--- src/rtl/fra_pkg.sv ---
// Shared types, sizes and helpers for the frame ring allocator.
// No dependencies; imported by frame_ring_allocator and its testbench.
`default_nettype none

package fra_pkg;

  // Pool geometry; ALIGN_BYTES must be a power of two
  localparam int POOL_BYTES  = 1048576;
  localparam int ALIGN_BYTES = 256;
  localparam int FRAMES      = 3;

  localparam int ALIGN_LOG2  = $clog2(ALIGN_BYTES);
  localparam int OFF_W       = 21;   // offsets, sizes and byte counts
  localparam int SUM_W       = OFF_W + 1;
  localparam int SLOT_IN_W   = 3;
  localparam int SLOT_W      = (FRAMES > 1) ? $clog2(FRAMES) : 1;
  localparam int ADDR_W      = 64;
  localparam int STATUS_W    = 3;

  localparam int IN_DATA_W   = 24;   // alloc_size, frame_slot
  localparam int OUT_DATA_W  = 88;   // address, status, bytes_in_use

  typedef logic [OFF_W-1:0]  off_t;
  typedef logic [SUM_W-1:0]  sum_t;
  typedef logic [SLOT_W-1:0] slot_t;

  localparam sum_t POOL_SUM = SUM_W'(POOL_BYTES);

  typedef enum logic {
    OP_ALLOC = 1'b0,
    OP_FRAME = 1'b1
  } op_t;

  typedef enum logic [STATUS_W-1:0] {
    ST_OK         = 3'd0,
    ST_ZERO       = 3'd1,
    ST_MISALIGNED = 3'd2,
    ST_TOO_LARGE  = 3'd3,
    ST_FULL       = 3'd4,
    ST_NO_ROOM    = 3'd5
  } status_t;

  // Fold a raw slot number below FRAMES by repeated subtraction (3-bit value)
  function automatic slot_t slot_wrap(input logic [SLOT_IN_W-1:0] raw);
    logic [SLOT_IN_W-1:0] v;
    v = raw;
    for (int i = 0; i < (1 << SLOT_IN_W); i++) begin
      if (v >= SLOT_IN_W'(FRAMES)) begin
        v = v - SLOT_IN_W'(FRAMES);
      end
    end
    return SLOT_W'(v);
  endfunction

endpackage

`default_nettype wire

--- src/rtl/frame_ring_allocator.sv ---
// Frame ring allocator: ring allocation over a byte pool with per-frame reclaim.
// Each request passes through the input register and then the result register.
// Throughput: one request per cycle; the single pass of compares and adds between
// the two registers sets that rate, and backpressure stalls both stages.
// Reset (rst, synchronous): head, tail, usage, slot counts, current slot and
// base_address clear to zero; both pipeline stages empty.
// Depends on fra_pkg.
`default_nettype none

module frame_ring_allocator
  import fra_pkg::*;
(
  input  wire logic                  clk,
  input  wire logic                  rst,
  // configuration: base_address
  input  wire logic                  cfg_we,
  input  wire logic [ADDR_W-1:0]     cfg_wdata,
  // request stream
  input  wire logic                  s_axis_tvalid,
  output      logic                  s_axis_tready,
  input  wire logic [IN_DATA_W-1:0]  s_axis_tdata,  // [20:0] alloc_size, [23:21] frame_slot
  input  wire logic                  s_axis_tuser,  // [0] operation
  // result stream
  output      logic                  m_axis_tvalid,
  input  wire logic                  m_axis_tready,
  output      logic [OUT_DATA_W-1:0] m_axis_tdata   // [63:0] address, [66:64] status,
                                                    // [87:67] bytes_in_use
);

  // Allocator state
  logic [ADDR_W-1:0] base_address;
  off_t              head_offset;
  off_t              tail_offset;
  off_t              used_total;
  off_t              slot_used [FRAMES];
  slot_t             current_slot;

  // Input stage
  logic                 in_valid;
  op_t                  in_op;
  off_t                 in_size;
  logic [SLOT_IN_W-1:0] in_slot;

  // Result stage
  logic                 out_valid;
  logic [ADDR_W-1:0]    out_address;
  status_t              out_status;
  off_t                 out_in_use;

  logic advance;

  // Next state and result
  off_t              head_next;
  off_t              tail_next;
  off_t              used_next;
  slot_t             slot_next;
  off_t              charge_next;      // new count for the charged slot
  logic              slot_clear;
  logic              slot_write;
  logic [ADDR_W-1:0] address_next;
  status_t           status_next;

  assign advance       = in_valid && (!out_valid || m_axis_tready);
  assign s_axis_tready = !in_valid || advance;

  // Process the registered request against the current state
  always_comb begin
    sum_t  size_w;
    sum_t  used_w;
    sum_t  head0;
    sum_t  tail0;
    sum_t  to_end;
    sum_t  head1;
    sum_t  used1;
    sum_t  charged;
    sum_t  avail;
    sum_t  tail_sum;
    off_t  freed;
    slot_t fslot;
    logic  wrap;

    size_w   = SUM_W'(in_size);
    used_w   = SUM_W'(used_total);
    head0    = '0;
    tail0    = '0;
    to_end   = '0;
    head1    = '0;
    used1    = '0;
    charged  = '0;
    avail    = '0;
    tail_sum = '0;
    freed    = '0;
    fslot    = '0;
    wrap     = 1'b0;

    head_next    = head_offset;
    tail_next    = tail_offset;
    used_next    = used_total;
    slot_next    = current_slot;
    charge_next  = slot_used[current_slot];
    slot_clear   = 1'b0;
    slot_write   = 1'b0;
    address_next = '0;
    status_next  = ST_OK;

    if (in_op == OP_ALLOC) begin
      // Checks in priority order
      if (in_size == '0) begin
        status_next = ST_ZERO;
      end else if ((in_size[((ALIGN_LOG2 > 0) ? (ALIGN_LOG2 - 1) : 0):0] != '0) &&
                   (ALIGN_LOG2 > 0)) begin
        status_next = ST_MISALIGNED;
      end else if (size_w > POOL_SUM) begin
        status_next = ST_TOO_LARGE;
      end else if (used_w + size_w > POOL_SUM) begin
        status_next = ST_FULL;
      end else begin
        // Empty pool restarts at offset zero
        head0 = (used_total == '0) ? '0 : SUM_W'(head_offset);
        tail0 = (used_total == '0) ? '0 : SUM_W'(tail_offset);
        wrap  = tail0 < head0;
        to_end = POOL_SUM - head0;
        if (wrap && to_end >= size_w) begin
          // Fits before the end of the pool
          head1   = head0;
          used1   = used_w;
          charged = '0;
          avail   = to_end;
        end else if (wrap) begin
          // Charge the skipped end bytes and wrap head
          head1   = '0;
          used1   = used_w + to_end;
          charged = to_end;
          avail   = tail0;
        end else begin
          head1   = head0;
          used1   = used_w;
          charged = '0;
          avail   = (used_w == '0) ? POOL_SUM : tail0 - head0;
        end

        head_next  = OFF_W'(head1);
        tail_next  = OFF_W'(tail0);
        used_next  = OFF_W'(used1);
        slot_write = 1'b1;
        if (avail >= size_w) begin
          address_next = base_address + ADDR_W'(head1);
          head_next    = OFF_W'(head1 + size_w);
          used_next    = OFF_W'(used1 + size_w);
          charge_next  = OFF_W'(SUM_W'(slot_used[current_slot]) + charged + size_w);
        end else begin
          status_next  = ST_NO_ROOM;
          charge_next  = OFF_W'(SUM_W'(slot_used[current_slot]) + charged);
        end
      end
    end else begin
      // Begin frame: make the slot current and reclaim its bytes
      fslot     = slot_wrap(in_slot);
      slot_next = fslot;
      freed     = slot_used[fslot];
      if (freed != '0) begin
        tail_sum   = SUM_W'(tail_offset) + SUM_W'(freed);
        tail_next  = (tail_sum >= POOL_SUM) ? OFF_W'(tail_sum - POOL_SUM) : OFF_W'(tail_sum);
        used_next  = (used_total >= freed) ? used_total - freed : '0;
        slot_clear = 1'b1;
      end
      if (used_next == '0) begin
        head_next = '0;
        tail_next = '0;
      end
    end
  end

  // Configuration register
  always_ff @(posedge clk) begin
    if (rst) begin
      base_address <= '0;
    end else if (cfg_we) begin
      base_address <= cfg_wdata;
    end
  end

  // Capture requests into the input stage
  always_ff @(posedge clk) begin
    if (rst) begin
      in_valid <= 1'b0;
    end else if (s_axis_tready) begin
      in_valid <= s_axis_tvalid;
    end
  end

  always_ff @(posedge clk) begin
    if (s_axis_tvalid && s_axis_tready) begin
      in_op   <= op_t'(s_axis_tuser);
      in_size <= s_axis_tdata[OFF_W-1:0];
      in_slot <= s_axis_tdata[OFF_W +: SLOT_IN_W];
    end
  end

  // Commit state on each processed request
  always_ff @(posedge clk) begin
    if (rst) begin
      head_offset  <= '0;
      tail_offset  <= '0;
      used_total   <= '0;
      current_slot <= '0;
      for (int i = 0; i < FRAMES; i++) begin
        slot_used[i] <= '0;
      end
    end else if (advance) begin
      head_offset  <= head_next;
      tail_offset  <= tail_next;
      used_total   <= used_next;
      current_slot <= slot_next;
      if (slot_clear) begin
        slot_used[slot_next] <= '0;
      end else if (slot_write) begin
        slot_used[current_slot] <= charge_next;
      end
    end
  end

  // Result register
  always_ff @(posedge clk) begin
    if (rst) begin
      out_valid <= 1'b0;
    end else if (advance) begin
      out_valid <= 1'b1;
    end else if (m_axis_tready) begin
      out_valid <= 1'b0;
    end
  end

  always_ff @(posedge clk) begin
    if (advance) begin
      out_address <= address_next;
      out_status  <= status_next;
      out_in_use  <= used_next;
    end
  end

  assign m_axis_tvalid = out_valid;
  assign m_axis_tdata  = {out_in_use, out_status, out_address};

  // An empty pool always sits at offset zero
  assert property (@(posedge clk) disable iff (rst)
    (used_total == '0) |-> (head_offset == '0 && tail_offset == '0))
    else $error("empty pool with nonzero head or tail");

  // Usage never exceeds the pool
  assert property (@(posedge clk) disable iff (rst)
    SUM_W'(used_total) <= POOL_SUM)
    else $error("bytes in use beyond pool size");

  // Failed requests return a null address
  assert property (@(posedge clk) disable iff (rst)
    (out_valid && out_status != ST_OK) |-> (out_address == '0))
    else $error("nonzero address on failed request");

  // A granted allocation leaves bytes in use
  assert property (@(posedge clk) disable iff (rst)
    (advance && in_op == OP_ALLOC && status_next == ST_OK) |=> (used_total != '0))
    else $error("allocation granted with empty pool");

endmodule

`default_nettype wire

--- config.mk ---
export PLATFORM = sky130hd
export DESIGN_NAME = frame_ring_allocator
export DESIGN_NICKNAME = d
export VERILOG_FILES = /design/src/rtl/fra_pkg.sv /design/src/rtl/frame_ring_allocator.sv
export SDC_FILE = /design/constraint.sdc
export NUM_CORES = 1
export LEC_CHECK = 0
export BUFFER_PORTS_ARGS = -buffer_cell sky130_fd_sc_hd__buf_4
export CAP_MARGIN = 5
export CORE_MARGIN = 1
export CORE_UTILIZATION = 32
export CTS_CLUSTER_DIAMETER = 50
export DETAILED_ROUTE_END_ITERATION = 8
export PLACE_DENSITY_LB_ADDON = 0.25
export SYNTH_ARGS = -nofsm -noshare
export SYNTH_HDL_FRONTEND = slang
export SYNTH_SLANG_ARGS = --single-unit
--- constraint.sdc ---
create_clock -name clk -period 20.5 [get_ports clk]
set_input_delay 4.1 -clock clk [delete_from_list [all_inputs] [get_ports clk]]
set_output_delay 4.1 -clock clk [all_outputs]
set_load 0.01 [all_outputs]
# After elaboration in Yosys (flattened, before gate mapping)
# Memory sizes are Yosys's and may differ from the RTL's. A register that Yosys moved wholly into a read port is not among the register bits.
# Cells that the tools add are included.
# Widths: inputs -> output; s select.
classes:
  n_addsub: 20
  mul: 0
  n_div: 0
  order_cmp: 15
  n_eq_ne: 6
  shift: 0
  n_mux: 111
  n_bitwise: 1
  reduce_logical: 20
op_table:
  columns: ["cell", "n"]
  rows:
  - ["$mux 21", 50]
  - ["$mux 22", 13]
  - ["$add 21x21->21", 5]
  - ["$add 64x22->64", 1]
  - ["$logic_not 21->1", 3]
  - ["$mux 3", 16]
  - ["$add 21x21->22", 2]
  - ["$ge 22x21->1", 2]
  - ["$reduce_or 21->1", 2]
  - ["$ge 3x2->1 const B", 8]
  - ["$mux 1", 23]
  - ["$ge 22x21->1 const B", 1]
  - ["$gt 22x21->1 const B", 1]
  - ["$sub 21x21->22", 1]
  - ["$sub 21x21->22 const A", 1]
  - ["$ge 21x21->1", 1]
  - ["$gt 21x21->1 const B", 1]
  - ["$lt 21x21->1", 1]
  - ["$reduce_bool 21->1", 1]
  - ["$sub 21x21->21", 1]
  - ["$sub 21x21->21 const B", 1]
  - ["$sub 3x2->3 const B", 7]
  - ["$mux 2", 9]
  - ["$reduce_and 6->1", 2]
  - ["13 further kinds", 20]
word_totals:
  regBits: 244
  latch_bits: 0
  mem_bits_rw: 63
  rom_bits: 0
  elab_cells: 189
  mem_count: 1
memory_table:
  columns: ["memory", "words", "word_bits", "rd", "rd_clocked_by_memory_dff", "wr", "line_no", "rtl"]
  rows:
  - ["slot_used", 3, 21, 2, 1, 3, "frame_ring_allocator.sv:35", "off_t slot_used [FRAMES];"]

# Depth between registers and ports, before layout
# An unclocked memory read counts as a cell.
logic_depth:
  depth_word: 35
  depth_mapped: 83
  ltp_nobuf: 76

# Worst setup path after synthesis
# OpenSTA, ideal clock, no wires.
synth_timing:
  path_kind: "reg2reg"
  start: "register in_slot[0]"
  end: "register tail_offset[20]"
  arrival_time_ps: 14088
  required_ps: 20425
  path_slack_ps: 6337
  stages_incl_launch_ff: 79
  path_buffers: 6
  synth_period_minus_slack_ps: 14163
  cell_sequence: "edfxtp_1 > ha_1 > ha_1 > nor2_1 > mux2_2 > inv_1 > ha_1 > ha_1 > or3b_2 > mux2_2 > nand2_1 > inv_1 > ha_1 > ha_1 > or2_2 > o32a_4 > o21ai_0 > inv_1 > [... 43 more ...] > a21boi_0 > o21ai_0 > a21boi_0 > o21ai_0 > a21boi_0 > o21ai_0 > a21boi_0 > o21ai_0 > a21boi_0 > o21ai_0 > a21boi_0 > o21ai_0 > a21boi_0 > o21ai_0 > nand2b_1 > a221oi_1 > a211o_1 > o22ai_1"
synth_via:
  elab_chain_len: 32
synth_lines:
  columns: ["element", "line_no", "rtl"]
  rows:
  - ["from (decl)", "frame_ring_allocator.sv:42", "logic [SLOT_IN_W-1:0] in_slot;"]
  - ["from (signal assigned)", "frame_ring_allocator.sv:196", "in_slot <= s_axis_tdata[OFF_W +: SLOT_IN_W];"]
  - ["$sub 3x2->3 / $ge 3x2->1 (equally long branches)", "fra_pkg.sv:49, fra_pkg.sv:48", null]
  - ["$mux 3 (*)", "fra_pkg.sv:48", "if (v >= SLOT_IN_W'(FRAMES)) begin"]
  - ["$mux 3 (*)", "frame_ring_allocator.sv:106", "if (in_op == OP_ALLOC) begin"]
  - ["$sub 3x2->3 / $ge 3x2->1 (equally long branches)", "fra_pkg.sv:49, fra_pkg.sv:48", null]
  - ["$mux 3 (*)", "fra_pkg.sv:48", null]
  - ["$mux 3 (*)", "frame_ring_allocator.sv:106", null]
  - ["$sub 3x2->3 / $ge 3x2->1 (equally long branches)", "fra_pkg.sv:49, fra_pkg.sv:48", null]
  - ["$mux 3 (*)", "fra_pkg.sv:48", null]
  - ["[... 10 more ...]", null, null]
  - ["$sub 3x2->3 / $ge 3x2->1 (equally long branches)", "fra_pkg.sv:49, fra_pkg.sv:48", null]
  - ["$mux 3 (*)", "fra_pkg.sv:48", null]
  - ["$mux 3 (*)", "frame_ring_allocator.sv:106", null]
  - ["$ge 3x2->1 / $sub 2x2->2 (equally long branches)", "fra_pkg.sv:48, fra_pkg.sv:49", null]
  - ["$mux 2 (*)", "fra_pkg.sv:48", null]
  - ["$mux 2 (*)", "frame_ring_allocator.sv:106", null]
  - ["$mem_v2 3x21 (*)", null, null]
  - ["parallel branches: the longest is 7 deep, another holds $add 21x21->22", null, null]
  - ["to (signal assigned)", "frame_ring_allocator.sv:212", "tail_offset <= tail_next;"]
  - ["to (decl)", "frame_ring_allocator.sv:33", "off_t tail_offset;"]
# Mark *: on every way between the ends. The select of a mux whose other input is x is not followed.
# A chain may end at the register's enable or synchronous reset.

# Worst setup path after layout
layout_timing:
  start: "register in_slot[0]"
  end: "register head_offset[11]"
layout_via:
  elab_chain_len: 32
layout_lines:
  columns: ["element", "line_no", "rtl"]
  rows:
  - ["$sub 3x2->3 / $ge 3x2->1 (equally long branches)", "fra_pkg.sv:49, fra_pkg.sv:48", null]
  - ["$mux 3 (*)", "fra_pkg.sv:48", null]
  - ["$mux 3 (*)", "frame_ring_allocator.sv:106", null]
  - ["$sub 3x2->3 / $ge 3x2->1 (equally long branches)", "fra_pkg.sv:49, fra_pkg.sv:48", null]
  - ["$mux 3 (*)", "fra_pkg.sv:48", null]
  - ["$mux 3 (*)", "frame_ring_allocator.sv:106", null]
  - ["$sub 3x2->3 / $ge 3x2->1 (equally long branches)", "fra_pkg.sv:49, fra_pkg.sv:48", null]
  - ["$mux 3 (*)", "fra_pkg.sv:48", null]
  - ["[... 16 more ...]", null, null]
  - ["$mem_v2 3x21 (*)", null, null]
  - ["$sub 21x21->21 / $ge 21x21->1 (equally long branches)", "frame_ring_allocator.sv:164", "used_next = (used_total >= freed) ? used_total - freed : '0;"]
  - ["$mux 21", "frame_ring_allocator.sv:164", null]
  - ["$mux 21 (*)", "frame_ring_allocator.sv:161", "if (freed != '0) begin"]
  - ["$mux 21 (*)", "frame_ring_allocator.sv:106", null]
  - ["$logic_not 21->1 (*)", "frame_ring_allocator.sv:167", "if (used_next == '0) begin"]
  - ["$ne 2x1->1 (no line) (*)", null, null]
  - ["$reduce_and 6->1 (no line) (*)", null, null]
  - ["to (signal assigned)", "frame_ring_allocator.sv:211", "head_offset <= head_next;"]
  - ["to (decl)", "frame_ring_allocator.sv:32", "off_t head_offset;"]
# Mark *: on every way between the ends. The rest lies on a longest branch, timed or not. The select of a mux whose other input is x is not followed.

==> summary.md <==
| Metric | Value |
|---|---|
| Status | completed |
| Tightest Pin Transition | 1180 ps |
| Vias | 24791 |
| Setup TNS | 0 ps |
| CORE AREA | 0.0853 mm2 |
| CP Max Fanout | 25 |
| Final Max Slew Viols | 0 |
| Syn nets | 3572 |
| Critical path required time | 20920 ps |
| Avg Cell Area, Syn | 8.60 um2 |
| M3 GR Usage | 0.0340 |
| Clock Tree Root | clkbuf_16 |
| Fraction of registers with async set/reset | 0 |
| Post-CTS Resized | 0 |
| Initial DRT Pass Iterations | 6 |
| Vias in the first global route | 23303 |
| Yosys top cell area share | 0.214 |
| Crit-path max cell delay | 1120 ps |
| Final core utilization | 0.373 |
| Clk_skew | 22.5 ps |
| Fin nets | 3729 |
| Unrepaired setup endpoints after global routing | false |
| Worst-case reg-to-reg path depth | 57 |
| Layout cells sized above 1 | 0.121 |
| Slowest-stage cell, CP | o311ai_0 |
| Critical path type | reg2reg |
| Warnings from Yosys | 0 |
| Routed WL per cell | 21.3 um |
| Hold Path Cell Cnt | 2 |
| Top_reg_cell synth | edfxtp_1 |
| Largest net degree at the start of global routing | 70 |
| Slew headroom | 0.200 |
| Most Crowded Layer GR | met2 |
| Num CTS Buffers | 46 |
| Setup-failing EPs final | 0 |
| Worst slack, placed | 3890 ps |
| Die Y | 296 um |
| Top post-synthesis cells by area | edfxtp_1, ha_1, dfxtp_1 |
| GR Util met2 | 0.352 |
| Min-Delay Endpoint | head_offset[20] |
| Endpoint class of the critical path | flip-flop |
| Hold_buf cts | 0 |
| Sequential element share of the synthesized area | 0.311 |
| CTS HTree Levels | 2 |
| FF-to-FF End | head_offset[11] |
| Initial antenna violation count | 4 |
| Seq cells post-synth | 330 |
| Die width | 296 um |
| FMAX | 59.2 MHz |
| Worst setup slack after layout | 3610 ps |
| Reg2reg setup slack | 3610 ps |
| Row cnt | 107 |
| Final period utilization | 0.824 |
| DR DRC count | 0 |
| First-pass GRT wire length | 144000 um |
| Iter 0 DRT Violations | 2276 |
| CTS max path bufs | 3 |
| Worst-Skew Late Latency | 600 ps |
| Cell count after synthesis | 3209 |
| Antenna violation net count after detailed routing | 0 |
| Post-synth EDFFs | 197 |
| Starting density of the core | 0.324 |
| Hold Path Class | reg2reg |
| GPL Wtd Cong | 0.952 |
| Die ar. | 0.0875 mm2 |
| CTS tree | yes |
| Clock sink total | 330 |
| Top-count cell post-synth | nor2_1 |
| Port bufs | 183 |
| Fin crit period | 16890 ps |
| Crit start category | flip-flop |
| Final wirelength | 96600 um |
| CP most frequent cell | ha_1 |
| Filler instances | 8744 |
| Met1 usage | 0.287 |
| Max_cap viols | 0 |
| Most frequent cells after synthesis | nor2_1, inv_1, ha_1 |
| IO Count | 184 |
| Unique masters post-synth | 114 |
| R2r startpoint | in_slot[0] |
| Layout area overhead | 15.3% |
| Post-CTS Setup Repair Bufs | 0 |
| Final Hold Fails | 0 |
| Min-delay src | head_offset[20] |
| Mapped Area | 0.0276 mm2 |
| Hpwl dp | 74300 um |
| Crit path DAT | 17310 ps |
| All-Layer GR Usage | 0.216 |
| Clock-pin transition on the worst setup and hold timing paths | 60 ps |
| Total gr overflow | 0 |
| Largest area contributor in the netlist | edfxtp_1 |
| Vias per std cell | 5.45 |
==> metrics by stage <==
| stage | cells | cell area, um2 | hold WS, ps |
|---|---|---|---|
| after global routing | 4546 | 31800 | 501 |
| after CTS | 4546 | 31800 | 471 |
| final | 4547 | 31800 | 471 |
| after floorplan | 3209 | 27600 | 449 |
| after global placement | 4462 | 30300 | 456 |
| after detailed placement | 4462 | 30300 | 462 |
==> kinds of logic after synthesis <==
family / after synthesis / synth area share
DFF: 330 / 0.311
xor gates and xnor gates: 195 / 0.0619
and+or+nand+nor: 1012 / 0.170
muxes: 159 / 0.0682
AOI/OAI and AO/OA: 829 / 0.203
buffers and inverters: 412 / 0.0601
adders and majority gates: 272 / 0.126
==> critical path, delay by kind of cell, from the launching register on <==
family | cells | cell delay (ps)
DFF | 1 | 530
and+or+nand+nor | 15 | 4510
adders and majority gates | 15 | 3560
buffers and inverters | 7 | 730
muxes | 3 | 1130
AOI/OAI and AO/OA | 17 | 6190
==> per-layer routing <==
| metal | vias to the layer above | routed length, um |
|---|---|---|
| met3 | 168 | 7050 |
| li1 | 11944 | - |
| met2 | 915 | 44000 |
| met1 | 11762 | 41800 |
| met5 | - | 12 |
| met4 | 2 | 3780 |
==> layout make-up <==
cell class	instances	area (um2)	area share
Clock inverter	34	375	0.0118
Clock buffer	50	1210	0.0379
Sequential cell	330	8580	0.269
Multi-Input combinational cell	2467	17400	0.547
Tap cell	1144	1430	0.0450
Inverter	287	1080	0.0340
Timing Repair Buffer	234	1760	0.0552
Antenna cell	1	2.50	0.0000786
==> registers in the layout (all words and copies together), names as in the netlist, named ones only <==
| signal | count |
|---|---|
| in_slot | 3 |
| used_total | 21 |
| base_address | 64 |
| slot_used | 84 |
| in_size | 21 |
| in_valid | 1 |
| out_status | 3 |
| out_in_use | 21 |
| m_axis_tvalid | 1 |
| tail_offset | 21 |
| in_op | 1 |
| current_slot | 2 |
| head_offset | 21 |
| out_address | 64 |
==> layout by cell type, fill, tap and decap left out, drive strengths merged, types with 32 or more instances in the layout <==
cell,n
inv,297
clkbuf,50
buf,234
edfxtp,197
nand2b,36
o22ai,61
o21bai,45
mux2i,119
nand3,66
nor2,417
a21oi,212
nand2,226
a21boi,36
xor2,71
o21ai,165
ha,259
a21o,53
and3,32
dfxtp,133
xnor2,124
nor3,50
==> worst max-delay path by stage <==
stage,endpoint,from
finish,head_offset[11],in_slot[0]
detailed placement,head_offset[13],in_slot[0]
global route,head_offset[1],in_slot[0]
global placement,tail_offset[8],in_slot[0]
floorplan,tail_offset[20],in_slot[0]
CTS,head_offset[11],in_slot[0]
Power is not shown: default switching activity piles up to over one toggle a cycle in this logic, so the estimate is an artifact.
